**src/slt_pkg.sv**
```systemverilog
`default_nettype none
package slt_pkg;

    // field widths
    localparam int unsigned CHAR_W  = 8;
    localparam int unsigned COUNT_W = 10;
    localparam int unsigned POS_W   = 12;

    // default line length bound
    localparam int unsigned LINE_LENGTH_MAX_DEF = 4096;

    // token counter ceiling
    localparam logic [COUNT_W-1:0] COUNT_MAX = '1;

    // characters with a meaning of their own
    localparam logic [CHAR_W-1:0] CH_SPACE = 8'h20;
    localparam logic [CHAR_W-1:0] CH_SQ    = 8'h27;
    localparam logic [CHAR_W-1:0] CH_DQ    = 8'h22;
    localparam logic [CHAR_W-1:0] CH_GT    = 8'h3e;
    localparam logic [CHAR_W-1:0] CH_LT    = 8'h3c;
    localparam logic [CHAR_W-1:0] CH_PIPE  = 8'h7c;

    // operator of the current run
    typedef enum logic [1:0] {
        OP_NONE = 2'd0,
        OP_GT   = 2'd1,
        OP_LT   = 2'd2,
        OP_PIPE = 2'd3
    } op_code_t;

    // scanner modes, one-hot
    typedef enum logic [4:0] {
        MODE_GAP  = 5'b00001,
        MODE_WORD = 5'b00010,
        MODE_SQ   = 5'b00100,
        MODE_DQ   = 5'b01000,
        MODE_OP   = 5'b10000
    } scan_mode_t;

    // line scanning state
    typedef struct packed {
        scan_mode_t         mode;
        op_code_t           run_op;
        logic [COUNT_W-1:0] seen;
        logic [POS_W-1:0]   pos;
    } scan_state_t;

    // per-character result
    typedef struct packed {
        logic [CHAR_W-1:0]  ch_out;
        logic               in_token;
        logic               token_start;
        logic [COUNT_W-1:0] token_index;
        logic [POS_W-1:0]   char_offset;
        logic               line_end;
        logic [COUNT_W-1:0] token_total;
    } scan_result_t;

    // map a character to its operator code
    function automatic op_code_t op_of(input logic [CHAR_W-1:0] c);
        op_code_t r;
        r = OP_NONE;
        if (c == CH_GT) r = OP_GT;
        else if (c == CH_LT) r = OP_LT;
        else if (c == CH_PIPE) r = OP_PIPE;
        return r;
    endfunction

endpackage
`default_nettype wire

```
**src/slt_scan.sv**
```systemverilog
`default_nettype none
module slt_scan #(
    parameter int unsigned LINE_LENGTH_MAX = slt_pkg::LINE_LENGTH_MAX_DEF
) (
    input  wire slt_pkg::scan_state_t                  cur,
    input  wire logic [slt_pkg::CHAR_W-1:0]            ch,
    input  wire logic                                  last_char,
    output slt_pkg::scan_state_t                       nxt,
    output slt_pkg::scan_result_t                      res
);

    localparam int unsigned LEN_CAP =
        (LINE_LENGTH_MAX > 4096) ? 4096 : ((LINE_LENGTH_MAX < 1) ? 1 : LINE_LENGTH_MAX);
    localparam logic [slt_pkg::POS_W-1:0] POS_LIMIT = slt_pkg::POS_W'(LEN_CAP - 1);

    slt_pkg::op_code_t                  op;
    slt_pkg::scan_mode_t                mode_next;
    slt_pkg::op_code_t                  run_op_next;
    logic                               member;
    logic                               start;
    logic [slt_pkg::COUNT_W-1:0]        seen_next;
    logic [slt_pkg::POS_W-1:0]          pos_next;

    assign op = slt_pkg::op_of(ch);

    // mode transitions and token boundaries
    always_comb
    begin
        mode_next   = cur.mode;
        run_op_next = cur.run_op;
        member      = 1'b1;
        start       = 1'b0;
        case (cur.mode)
            slt_pkg::MODE_SQ:
            begin
                if (ch == slt_pkg::CH_SQ) mode_next = slt_pkg::MODE_WORD;
            end
            slt_pkg::MODE_DQ:
            begin
                if (ch == slt_pkg::CH_DQ) mode_next = slt_pkg::MODE_WORD;
            end
            default:
            begin
                if (ch == slt_pkg::CH_SPACE)
                begin
                    member      = 1'b0;
                    mode_next   = slt_pkg::MODE_GAP;
                    run_op_next = slt_pkg::OP_NONE;
                end
                else if (op != slt_pkg::OP_NONE)
                begin
                    start       = !(cur.mode == slt_pkg::MODE_OP && cur.run_op == op);
                    mode_next   = slt_pkg::MODE_OP;
                    run_op_next = op;
                end
                else
                begin
                    start       = (cur.mode != slt_pkg::MODE_WORD);
                    run_op_next = slt_pkg::OP_NONE;
                    if (ch == slt_pkg::CH_SQ) mode_next = slt_pkg::MODE_SQ;
                    else if (ch == slt_pkg::CH_DQ) mode_next = slt_pkg::MODE_DQ;
                    else mode_next = slt_pkg::MODE_WORD;
                end
            end
        endcase
    end

    // saturating token count and position
    assign seen_next = (start && cur.seen < slt_pkg::COUNT_MAX) ?
                       cur.seen + slt_pkg::COUNT_W'(1) : cur.seen;
    assign pos_next  = (cur.pos < POS_LIMIT) ? cur.pos + slt_pkg::POS_W'(1) : POS_LIMIT;

    // result fields
    always_comb
    begin
        res.ch_out      = ch;
        res.in_token    = member;
        res.token_start = start;
        res.token_index = (member && seen_next != '0) ?
                          seen_next - slt_pkg::COUNT_W'(1) : '0;
        res.char_offset = (cur.pos > POS_LIMIT) ? POS_LIMIT : cur.pos;
        res.line_end    = last_char;
        res.token_total = last_char ? seen_next : '0;
    end

    // state after this character, back to idle at the end of a line
    always_comb
    begin
        if (last_char)
        begin
            nxt.mode   = slt_pkg::MODE_GAP;
            nxt.run_op = slt_pkg::OP_NONE;
            nxt.seen   = '0;
            nxt.pos    = '0;
        end
        else
        begin
            nxt.mode   = mode_next;
            nxt.run_op = run_op_next;
            nxt.seen   = seen_next;
            nxt.pos    = pos_next;
        end
    end

endmodule
`default_nettype wire

```
**src/shell_line_token_splitter_top.sv**
```systemverilog
// each accepted input beat gives a registered result beat in the cycle after it is taken
// throughput: one character per cycle while the input is not stalled, set by the combinational scanner update
// the input is stalled only while a result is held and the output is stalled
// reset (rst_n low, asynchronous) clears the scanner state and the result valid
// after the last character of a line the scanner returns to its reset state
`default_nettype none
module shell_line_token_splitter_top #(
    parameter int unsigned LINE_LENGTH_MAX = slt_pkg::LINE_LENGTH_MAX_DEF
) (
    input  wire logic                                 clk,
    input  wire logic                                 rst_n,
    input  wire logic                                 in_valid,
    output logic                                      in_stall,
    input  wire logic [slt_pkg::CHAR_W-1:0]           ch,
    input  wire logic                                 last_char,
    output logic                                      out_valid,
    input  wire logic                                 out_stall,
    output logic [slt_pkg::CHAR_W-1:0]                ch_out,
    output logic                                      in_token,
    output logic                                      token_start,
    output logic [slt_pkg::COUNT_W-1:0]               token_index,
    output logic [slt_pkg::POS_W-1:0]                 char_offset,
    output logic                                      line_end,
    output logic [slt_pkg::COUNT_W-1:0]               token_total
);

    slt_pkg::scan_state_t  state_reg;
    slt_pkg::scan_state_t  state_next;
    slt_pkg::scan_result_t res_next;
    slt_pkg::scan_result_t res_reg;
    logic                  valid_reg;
    logic                  in_fire;

    // input taken when the result register is free or draining
    assign in_stall = valid_reg && out_stall;
    assign in_fire  = in_valid && !in_stall;

    slt_scan #(
        .LINE_LENGTH_MAX (LINE_LENGTH_MAX)
    ) u_scan (
        .cur       (state_reg),
        .ch        (ch),
        .last_char (last_char),
        .nxt       (state_next),
        .res       (res_next)
    );

    // scanner state and result valid
    always_ff @(posedge clk or negedge rst_n)
    begin
        if (!rst_n)
        begin
            state_reg.mode   <= slt_pkg::MODE_GAP;
            state_reg.run_op <= slt_pkg::OP_NONE;
            state_reg.seen   <= '0;
            state_reg.pos    <= '0;
            valid_reg        <= 1'b0;
        end
        else
        begin
            if (in_fire) state_reg <= state_next;
            if (in_fire) valid_reg <= 1'b1;
            else if (!out_stall) valid_reg <= 1'b0;
        end
    end

    // result payload
    always_ff @(posedge clk)
    begin
        if (in_fire) res_reg <= res_next;
    end

    // output beat
    assign out_valid   = valid_reg;
    assign ch_out      = res_reg.ch_out;
    assign in_token    = res_reg.in_token;
    assign token_start = res_reg.token_start;
    assign token_index = res_reg.token_index;
    assign char_offset = res_reg.char_offset;
    assign line_end    = res_reg.line_end;
    assign token_total = res_reg.token_total;

endmodule
`default_nettype wire

```
**config.mk**
```make
export PLATFORM = sky130hd
export DESIGN_NAME = shell_line_token_splitter_top
export DESIGN_NICKNAME = d
export VERILOG_FILES = /design/src/slt_pkg.sv /design/src/slt_scan.sv /design/src/shell_line_token_splitter_top.sv
export SDC_FILE = /design/constraint.sdc
export NUM_CORES = 1
export LEC_CHECK = 0
export ABC_AREA = 1
export BUFFER_PORTS_ARGS = -buffer_cell sky130_fd_sc_hd__buf_2
export CELL_PAD_IN_SITES_DETAIL_PLACEMENT = 1
export CELL_PAD_IN_SITES_GLOBAL_PLACEMENT = 1
export CORE_MARGIN = 2
export CORE_UTILIZATION = 40
export DETAILED_ROUTE_END_ITERATION = 10
export HOLD_SLACK_MARGIN = 0.03
export MAX_ROUTING_LAYER = met4
export PLACE_DENSITY_LB_ADDON = 0.1
export SYNTH_ARGS = -nofsm -noshare
export SYNTH_HDL_FRONTEND = slang
export SYNTH_SLANG_ARGS = --single-unit
```
**constraint.sdc**
```tcl
create_clock -name clk -period 4.7 [get_ports clk]
set_clock_uncertainty 0.15 [all_clocks]
set_input_delay 0.47 -clock clk [delete_from_list [all_inputs] [get_ports clk]]
set_output_delay 0.47 -clock clk [all_outputs]
set_load 0.02 [all_outputs]
```
Yosys cells after proc, flatten, opt, wreduce, memory -nomap -nowiden. Cells that the tools add are included.

Register bits: 73. Output and inout bits: 45. Word-level logic and storage cells: 68.

Add/subtract/negate cells: 3. Magnitude comparators: 3. Eq/ne operators: 15. Mux-type cells: 23. Reductions and logical operators: 12.

Operators with widths (number): $eq 8x6->1 const B (5); $mux 29 (1); $mux 5 (5); $add 12x1->12 const B (1); $gt 12x12->1 const B (1); $lt 12x12->1 const B (1); $mux 12 (1); $mux 2 (6); $add 10x1->10 const B (1); $lt 10x10->1 const B (1); $mux 10 (1); $pmux 5 s2 (1); $reduce_bool 10->1 (1); $sub 10x1->10 const B (1); $eq 8x7->1 const B (1); $mux 1 (7); $ne 3x2->1 const B (2); $eq 5x3->1 const B (1); $eq 5x4->1 const B (1); $eq 5x5->1 const B (1); $logic_and 1x1->1 (5); $ne 5x2->1 const B (1); $mux 4 (1); $ne 2x1->1 const B (2); other kinds (6) (7).

Logic depth before layout (Yosys ltp). Gate-level depths: netlist (run 1).

Depth after elaboration: 14. Gate-level depth with buffers: 19.

By module. Synthesis (run 1) repeated with hierarchy kept, for this count alone.

Cells, all modules: 486. Area, all modules: 4090.2 µm².

Modules (own cells, without submodules): shell_line_token_splitter_top (times used 1, cells an instance 174, area each 2482.4 µm², seq. area each 2043.2 µm²); slt_scan (times used 1, cells an instance 312, area each 1607.8 µm², seq. area each 0.0 µm²).

Least setup slack after synthesis (run 1). No wires, ideal clock.

Kind: flip-flop to flip-flop. From: register valid_reg (netlist: out_valid). To: register res_reg (netlist bit ch_out[0]) (enable). Setup time: 424 ps. Arrival time: 2238 ps. Slack: 1888 ps. Stages on the path, launching flop included: 5. Buffers on the path: 1. Period minus slack after synthesis: 2812 ps. Cell sequence: dfrtp_1 -> nand2_1 -> inv_1 -> nor2_1 -> clkbuf_1.

Word-level cells in the longest chain between the ends: 3.

Ends and longest elaborated chain: start, declared (line shell_line_token_splitter_top.sv:31) `logic valid_reg;`; start signal, assigned (line shell_line_token_splitter_top.sv:57) `valid_reg <= 1'b0;`; start signal, assigned (line shell_line_token_splitter_top.sv:62) `if (in_fire) valid_reg <= 1'b1;`; start signal, assigned (line shell_line_token_splitter_top.sv:63) `else if (!out_stall) valid_reg <= 1'b0;`; $logic_and 1x1->1 (line shell_line_token_splitter_top.sv:35) `assign in_stall = valid_reg && out_stall;`; net in_stall (line shell_line_token_splitter_top.sv:13) `output logic in_stall,`; $logic_not 1->1 (line shell_line_token_splitter_top.sv:36) `assign in_fire = in_valid && !in_stall;`; $logic_and 1x1->1 (line shell_line_token_splitter_top.sv:36); net in_fire (line shell_line_token_splitter_top.sv:32) `logic in_fire;`; end signal, assigned (line shell_line_token_splitter_top.sv:70) `if (in_fire) res_reg <= res_next;`; end, declared (line shell_line_token_splitter_top.sv:30) `slt_pkg::scan_result_t res_reg;`.

The timed path passes the listed nets, and every way through them passes these cells. A chain may end at the register's enable or synchronous reset.

Worst setup path in the final report (run 1).
From: register state_reg[12] in the netlist's numbering. To: register res_reg (netlist bit token_index[7]) (data pin).

Word-level cells in the longest chain between the ends: 5.

Ends and longest elaborated chain: start, declared (line shell_line_token_splitter_top.sv:27) `slt_pkg::scan_state_t state_reg;`; start signal, assigned (line shell_line_token_splitter_top.sv:61) `if (in_fire) state_reg <= state_next;`; $lt 10x10->1 (line slt_scan.sv:69) `assign seen_next = (start && cur.seen < slt_pkg::COUNT_MAX) ?`; $logic_and 1x1->1 (line slt_scan.sv:69); $mux 10 * (line slt_scan.sv:69); branches (longest 2 deep; another with $sub 10x1->10).

Mark *: on every way between the ends.

==> results of run 1 <==
cell type report:
cell class / instances / area (sq um)
Fill cell: 1063 / 4835
Sequential cell: 73 / 2043
Multi-Input combinational cell: 246 / 1455
Timing Repair Buffer: 59 / 300.3
Inverter: 59 / 232.7
Tap cell: 129 / 161.4
Clock buffer: 13 / 148.9
Clock inverter: 3 / 63.81
worst min-delay path by stage:
stage / start / endpoint
3_5_place_dp: state_reg[6] / char_offset[6]
2_1_floorplan: rst_n / out_valid
6_report: rst_n / state_reg[0]
3_3_place_gp: state_reg[6] / char_offset[6]
5_1_grt: rst_n / state_reg[0]
4_1_cts: rst_n / state_reg[1]
logic make-up after synthesis:
kind of cell    synth area share
compound gates           0.09374
buf+inv                  0.08554
fa+ha+maj               0.009834
flops                     0.5352
xor+xnor                 0.02753
simple gates              0.2481
per-stage QoR:
| step | setup slack, ps | std cells | util | area [sq um] | hold slack [ps] |
|---|---|---|---|---|---|
| finish | 1558 | 582 | 0.4768 | 4405 | 25.47 |
| global route | 1294 | 582 | 0.4768 | 4405 | 74.73 |
| CTS | 1541 | 582 | 0.4768 | 4405 | 48.18 |
| detailed placement | 1530 | 566 | 0.4538 | 4193 | 303.2 |
| global placement | 1604 | 566 | 0.4538 | 4193 | 289.4 |
| floorplan | 1888 | 397 | - | 3817 | 24.41 |
cells in the mapped netlist:
cell type and number:
nand2_1 51, inv_1 50, edfxtp_1 43, nor2_1 35, dfrtp_1 29, nand2_2 21, o21ai_0 20, nand3_1 17
clkbuf_1 16, o22ai_1 15, nand4_1 14, xor2_1 11, a21oi_1 9, a21oi_2 8, nand2_4 7, nor3_1 7
nor2_2 5, inv_4 4, nand3_2 4, buf_6 3, ha_1 3, inv_2 3, nor2_4 3, o32ai_1 3
nand4_4 2, a21o_1 1, a31oi_1 1, and2_1 1, clkinv_1 1, clkinv_2 1, dfstp_2 1, nand3b_1 1
nor3_2 1, nor3_4 1, nor4_1 1, o21ai_2 1, or2_1 1, or2_2 1, xnor2_1 1
power breakdown:
| group | total [mW] | internal, mW | leakage (nW) | switching [mW] |
|---|---|---|---|---|
| Sequential | 0.766 | 0.745 | 0.824 | 0.0213 |
| Clock | 0.538 | 0.313 | 0.105 | 0.225 |
| Combinational | 0.337 | 0.108 | 1.03 | 0.228 |
| Total | 1.64 | 1.17 | 1.96 | 0.475 |
worst reg2reg max path, stage by stage, from the launching register on:
cell,delay (ps)
dfrtp_1,480
ha_1,260
inv_1,90
nor3_4,250
nand4_4,220
nand3_2,330
nand2_2,80
nand2_2,130
ha_1,230
nand2_2,100
nor2_2,190
nand3_2,130
nand2_4,180
a21oi_2,50
per-layer routing:
metal | up-vias | share of wire | global-route usage
li1 | 1419 | - | -
met1 | 1417 | 0.48 | 0.2309
met2 | 40 | 0.49 | 0.3107
met3 | 9 | 0.024 | 0.02830
met4 | 0 | 0.011 | 0.06133
met5 | - | 0 | -
==> flow_summary.toml, run 1 <==
[worst_setup_path]
crit_type = "reg -> reg"
cp-start-kind = "register"
r2r_cells = 13
worstReg2RegStart = "state_reg[12]"
path_depth = 13
critical_path.endpoint = "token_index[7]"
r2r_slack_ps = 1560
path_max_fanout = 11
path_buf_inv = 1
crit_slowest_cell = "dfrtp_1"
crit_arrival_ps = 3070
startpoint = "state_reg[12]"
end_kind = "register"
worst_path_largest_cell_delay_ps = 480
crit_chain = "ha_1 -> inv_1 -> nor3_4 -> nand4_4 -> nand3_2 -> nand2_2 -> nand2_2 -> ha_1 -> nand2_2 -> nor2_2 -> nand3_2 -> nand2_4 -> a21oi_2"
rr_endpoint = "token_index[7]"
cpMostUsedCell = "nand2_2"
path_delay_family = "simple AND/OR/NAND/NOR gates"
worst-endpoint-required_ps = 4630

[clocking]
cts_max_level = 3
cts_hold_buf = 0
cts_tree = "yes"
cts_root_buf = "clkbuf_8"
clock_latency_ps = 340
cts_buffers = 9
clk_pin_slew_worst_paths_ps = 80
clockBufferDepth = 2
post_cts_buffers = 0
cts_resized = 0
cts_sinks = 73

[finish]
layout.nets = 464
largest_reg_flops = 29
diodes = 0
layout_commonest_cell = "buf_2"
drive_gt1_frac = 0.2980
final_cell_mix = "buf_2 (57), nand2_1 (51), inv_1 (50)"
area_growth_pct = 15.40

[power_and_ir_drop]
total_power_mw = 1.641
leakage_nw = 1.962
ir_worst_vdd_uv = 160.5
powerDensity_nw_per_um2 = 372.5

[placed_design]
gp_congestion = 0.8275
hpwl_microns = 6292
portBuffers = 57

[synthesis]
synthCells = 397
ys_ff_latch = 73
synthesis.nets = 413
synth-seq-area-share = 0.5352
yosysTopAreaCell = "edfxtp_1"
synth_area_sq_um = 3817
syn_avg_cell_area_sq_um = 9.616
yosysWarningCount = 0
yosys-top-cells-area = "edfxtp_1 (34%), dfrtp_1 (19%), nand2_1 (5.0%)"
synth_cell_types = 39
synth_top_area_frac = 0.3382

[die]
die_x_microns = 101.7
row_count = 35
ios = 58
core_sq_um = 9240
initial_utilization = 0.4131
dieHeight_microns = 101.7
fp.dieArea_sq_um = 10340

[sta]
slew_headroom = 0.4831
fin_tns_setup_ps = 0
fmax_mhz = 318.2
hold_violations = 0
maxSlewViolCount = 0
finalCritPeriodShare = 0.6686
finalSetupViolCount = 0
worst_pin_slew_ps = 775.4
post-route-min-period_ps = 3142
grt_setup_unrepaired = "no"

[global_route]
grt_pass1_wl_microns = 14850
grt_max_degree = 64
antenna_found_initial = 0
grt.overflow.total = 0
grt_use_total = 0.1861
grt_pass1_vias = 3057

[routing]
final_antenna_net_count = 0
vias = 2885
wirelength_microns = 8574
drc_errors = 0
wl_per_cell_microns = 14.73
dr.first_iter.drc_count = 114
firstDrtPassIters = 4
avgViaCountPerCell = 4.957

[min_path]
hold_path_class = "in -> async"

[outcome]
status = "finished clean"

[job]
cap_violations = 0
Power figures use the tool's default switching activity.
==> inputs of run 2 (changes only) <==
- ABC_AREA: 1 -> 0
- clock period: 4.7 -> 2.97 ns (I/O delays scaled with it)
==> run 2 against run 1 <==
Net effect: die area down 1.2%; critical endpoint is now token_index[2]; first-iteration DRC count decreased by 7.9%; routed wire length is 10% higher; via count grew 6.7%; synthesized cell count shrank 8.1%; core utilization up 3.6 points.
==> flow_summary.toml, run 2 <==
[clocking]
clockBufferDepth = 2
clk_pin_slew_worst_paths_ps = 90
cts_root_buf = "clkbuf_8"
cts_buffers = 9
cts_tree = "yes"
cts_sinks = 73
clock_latency_ps = 350
cts_max_level = 3

[routing]
final_antenna_net_count = 0
firstDrtPassIters = 4
wirelength_microns = 9436
vias = 3079
dr.first_iter.drc_count = 105
drc_errors = 0
avgViaCountPerCell = 5.440
wl_per_cell_microns = 16.67

[synthesis]
syn_avg_cell_area_sq_um = 10.33
synth_top_area_frac = 0.3424
synthCells = 365
synth_edf_count = 43
yosysMostFrequentCell = "edfxtp_1"
synth-seq-area-share = 0.5418
yosysTopAreaCell = "edfxtp_1"
synth_area_sq_um = 3771
async_flop_share = 0.4110
ys_ff_latch = 73
yosys-top-cells-area = "edfxtp_1 (34%), dfrtp_1 (19%), o21ai_0 (3.5%)"
yosys-top-cells-count = "edfxtp_1 (43), nor2_1 (33), nand2_1 (30)"
synthesis.nets = 381
ys.flop_type = "edfxtp_1"
synth_cell_types = 63
yosysWarningCount = 0

[power_and_ir_drop]
p_clk_frac = 0.315
leakage_nw = 2.008
powerDensity_nw_per_um2 = 546.9
total_power_mw = 2.581
pwr-share-comb = 0.221
p_int_mw = 1.829
p_sw_frac = 0.2913
seqPwrFrac = 0.464
power.switching_uw = 751.6
ir_worst_vdd_uv = 205.3

[worst_setup_path]
r2r_cells = 12
worstReg2RegStart = "state_reg[27]"
path_max_fanout = 8
cp-start-kind = "register"
worst-endpoint-required_ps = 2920
crit_arrival_ps = 2800
r2r_slack_ps = 120
end_kind = "register"
rr_endpoint = "token_index[2]"
crit_type = "reg -> reg"

[sta]
fin_tns_setup_ps = 0
slew_headroom = 0.5136
grt_setup_unrepaired = "no"
post-route-min-period_ps = 2850
hold_violations = 0
finalSetupViolCount = 0
worst_pin_slew_ps = 729.5
fmax_mhz = 350.8
maxSlewViolCount = 0
setup_ws_ps = 119.7
finalCritPeriodShare = 0.9597

[die]
initial_utilization = 0.4101
ios = 58
die_x_microns = 101.1
dieHeight_microns = 101.1
fp.dieArea_sq_um = 10220
row_count = 35
core_sq_um = 9196

[placed_design]
gp_congestion = 0.8855
dpl-instance-area_sq_um = 4433
dp_worst_setup_slack_ps = -86.11
hpwl_microns = 6797
portBuffers = 57

[global_route]
grt_pass1_vias = 3139
grt_pass1_wl_microns = 15870
grt_use_total = 0.2053
grt.overflow.total = 0
antenna_found_initial = 0
grt_max_degree = 31

[finish]
nFillCells = 1045
fin_area_sq_um = 4718
layout_commonest_cell = "buf_2"
final_cell_mix = "buf_2 (57), edfxtp_1 (43), buf_4 (43)"
largest_reg_flops = 29
area_growth_pct = 25.12
final_util = 0.5131
diodes = 0
drive_gt1_frac = 0.3187
layout.nets = 466

[min_path]
min_from = "ch[3]"
hold_path_class = "in -> reg"
holdPathStages = 1
min_to = "ch_out[3]"

[outcome]
status = "finished clean"

[job]
cap_violations = 0
## run 2: cell types whose count changed in the layout (fill, tap and decap cells not counted), sizes merged, moves of 9 or more
| cell | before | now |
|---|---|---|
| and3 | 0 | 11 |
| xnor2 | 1 | 12 |
| nor2 | 43 | 33 |
| buf | 59 | 103 |
| nand4 | 16 | 4 |
| nand2 | 79 | 30 |
| xor2 | 11 | 2 |
| inv | 57 | 16 |
| o22ai | 15 | 1 |
## run 2: per-layer routing
metal / share of wire / vias up / track usage
li1: - / 1501 / -
met1: 0.48 / 1514 / 0.2695
met2: 0.48 / 47 / 0.3255
met3: 0.022 / 17 / 0.03121
met4: 0.018 / 0 / 0.07069
met5: 0 / - / -
## run 2: per-stage QoR
stage	hold WS, ps	std cells
after floorplan	-148.6	365
after global placement	260.2	544
after detailed placement	255.6	544
after CTS	37.73	564
after global routing	33.74	566
final	53.03	566
## run 2: kinds of logic (layout without fill, tap and decap cells)
kind of cell / after synthesis / count (layout) / synth area share
AO/OA/AOI/OAI: 87 / 87 / 0.1593
XOR/XNOR: 15 / 15 / 0.03882
adder cells (fa/ha/maj): 3 / 3 / 0.009955
buffers and inverters: 46 / 136 / 0.04877
flip-flops: 73 / 73 / 0.5418
multiplexers: 4 / 4 / 0.01128
AND/OR/NAND/NOR: 137 / 137 / 0.1901
## run 2: power groups by stage
stage	combinational, mW	clock (mW)	sequential, mW
3_3_place_gp	0.536	0	1.22
2_1_floorplan	0.270	0	1.28
3_5_place_dp	0.549	0	1.22
4_1_cts	0.562	0.840	1.20
5_1_grt	0.629	0.875	1.21
6_report	0.571	0.813	1.20
## run 2: timing repair
action | 4_1_cts | 5_1_grt
hold buffers | 4 | 0
cloned | 0 | 0
gates resized for setup | 2 | 5
setup endpoints to repair | 8 | 9
buffers inserted | 0 | 2
pin swaps | 0 | 1
endpoints found under the hold margin | 32 | 0
## run 2: worst max-delay path by stage
stage / to / depth (start not counted) / slack [ps] / from
6_report: token_index[2] / 12 / 120 / state_reg[27]
5_1_grt: token_index[0] / 12 / 3 / state_reg[27]
4_1_cts: token_index[5] / 12 / 40 / state_reg[27]
3_5_place_dp: token_index[5] / 13 / -90 / ch[7]
3_3_place_gp: token_index[5] / 13 / 40 / ch[7]
2_1_floorplan: token_index[5] / 14 / -100 / state_reg[27]
## run 2: worst max-delay path, stage by stage (launching register included)
cell and delay [ps]:
dfrtp_1 430, xnor2_1 140, or4_4 450, o211ai_4 110, or2_4 170, nor2_4 50
mux2i_2 210, ha_2 220, o21ai_2 60, a21o_1 210, o31ai_4 190, buf_6 160
nor2_1 50
## run 2: layout make-up
cell class	instances	area, sq um	share of cell area
Clock buffer	11	141.4	0.02997
Multi-Input combinational cell	246	1594	0.3378
Inverter	13	48.80	0.01034
Sequential cell	73	2043	0.4330
Tap cell	111	138.9	0.02944
Clock inverter	5	61.31	0.01299
Timing Repair Buffer	107	690.7	0.1464
==> inputs of run 3 (changes only) <==
--- a/config.mk
+++ b/config.mk
@@ -15,3 +15,2 @@
 export HOLD_SLACK_MARGIN = 0.03
-export MAX_ROUTING_LAYER = met4
 export PLACE_DENSITY_LB_ADDON = 0.1
==> constraint.sdc (replaced) <==
create_clock -name clk -period 2.97 [get_ports clk]
set_clock_uncertainty 0.15 [all_clocks]
set_input_delay 0.1485 -clock clk [delete_from_list [all_inputs] [get_ports clk]]
set_output_delay 0.1485 -clock clk [all_outputs]
set_load 0.02 [all_outputs]
==> run 3 against run 2 <==
Net effect: sequential share of layout area shrank 0.93 points; first-iteration DRC count is 11% lower; critical path type unchanged; flip-flop and latch count is the same; die area unchanged; non-clock buffer count up 10; clock power is 4.4% lower; routed wire length is 7.8% higher; via count up 2.8%; cell count rose by 1.8%; fmax down 1.9%; largest power group unchanged.
==> flow_summary.toml, run 3 (synthesis gave the netlist of run 2 again) <==
[finish]
layout_commonest_cell = "buf_2"
layout.nets = 476
final_util = 0.5244
fin_area_sq_um = 4822
final_cells = 576
final_cell_mix = "buf_2 (57), buf_4 (46), edfxtp_1 (43)"
drive_gt1_frac = 0.3204
nFillCells = 1031
largest_reg_flops = 29
diodes = 0
area_growth_pct = 27.87

[global_route]
grt_pass1_wl_microns = 16460
antenna_found_initial = 0
grt_use_total = 0.2078
grt_pass1_vias = 3271
grt_max_degree = 31
grt.overflow.total = 0

[die]
core_sq_um = 9196
initial_utilization = 0.4101
row_count = 35
die_x_microns = 101.1
ios = 58
dieHeight_microns = 101.1
fp.dieArea_sq_um = 10220

[worst_setup_path]
worstReg2RegStart = "state_reg[22]"
startpoint = "state_reg[22]"
critical_path.endpoint = "token_index[5]"
rr_endpoint = "token_index[5]"
end_kind = "register"
worst-endpoint-required_ps = 2920
r2r_slack_ps = 60
crit_arrival_ps = 2860
crit_type = "reg -> reg"
r2r_cells = 12
path_max_fanout = 8
cp-start-kind = "register"

[placed_design]
dpl-instance-area_sq_um = 4375
place_inst = 538
gp_congestion = 0.8371
dp_worst_setup_slack_ps = -48.55
portBuffers = 57
hpwl_microns = 6905

[clocking]
cts_buffers = 9
cts_tree = "yes"
clk_pin_slew_worst_paths_ps = 80
cts_max_level = 3
cts_root_buf = "clkbuf_8"
cts_sinks = 73
clockBufferDepth = 2
clock_latency_ps = 360

[routing]
wirelength_microns = 10170
final_antenna_net_count = 0
vias = 3166
avgViaCountPerCell = 5.497
dr.first_iter.drc_count = 93
wl_per_cell_microns = 17.66
drc_errors = 0
firstDrtPassIters = 4

[sta]
fin_tns_setup_ps = 0
setup_ws_ps = 63.17
worst_pin_slew_ps = 731.3
finalSetupViolCount = 0
finalCritPeriodShare = 0.9787
grt_setup_unrepaired = "yes"
maxSlewViolCount = 0
slew_headroom = 0.5124
fmax_mhz = 344.0
post-route-min-period_ps = 2907
hold_violations = 0
holdWs_ps = 63.77

[job]
cap_violations = 0

[power_and_ir_drop]
total_power_mw = 2.592
leakage_nw = 2.066
ir_worst_vdd_uv = 212.2
powerDensity_nw_per_um2 = 537.5

[outcome]
status = "finished clean"

[min_path]
hold_path_class = "in -> reg"
==> run 3: power by group <==
group / internal (mW) / switching [mW] / leakage [nW] / total [mW]
sequential: 1.17 / 0.0314 / 0.825 / 1.20
clock: 0.389 / 0.388 / 0.0973 / 0.777
combinational: 0.276 / 0.341 / 1.14 / 0.617
total: 1.83 / 0.760 / 2.07 / 2.59
==> run 3: layout make-up <==
class	instances	area, sq um	area share
Clock inverter	5	57.56	0.01194
Sequential cell	73	2043	0.4237
Clock buffer	11	131.4	0.02724
Multi-Input combinational cell	246	1630	0.3381
Timing Repair Buffer	117	772.0	0.1601
Tap cell	111	138.9	0.02880
Inverter	13	48.80	0.01012
==> run 3: worst min path at each step <==
stage	start	end	slack, ps	cells past startpoint
3_5_place_dp	rst_n	state_reg[5]	110	1
4_1_cts	ch[1]	state_reg[26]	50	3
2_1_floorplan	rst_n	out_valid	-300	0
3_3_place_gp	rst_n	state_reg[5]	110	1
6_report	ch[1]	state_reg[27]	60	3
5_1_grt	ch[1]	state_reg[27]	90	3
==> run 3: timing repair <==
action                                 CTS  global route
pin swaps                                5             5
endpoints found under the hold margin   41             0
cloned                                   0             0
setup endpoints to repair                8            10
buffers inserted                         6             4
resized for setup                        3             9
hold buffers                            13             0
==> run 3: per-layer routing <==
metal	vias up	GRT usage	wire length, microns
met1	1586	0.2794	4716
li1	1515	-	-
met2	55	0.3377	5038
met3	10	0.04092	286
met5	-	0	0
met4	0	0.06757	128
==> run 3: worst max-delay path: stages, from the launching register on <==
cell and delay [ps]:
dfrtp_1 410, and4bb_1 230, a31oi_4 180, nor4_4 80, or2_4 270, nor2_4 140
mux2i_2 270, ha_2 230, o21ai_2 70, a21o_1 230, o31ai_4 200, buf_6 160
nor3b_2 40
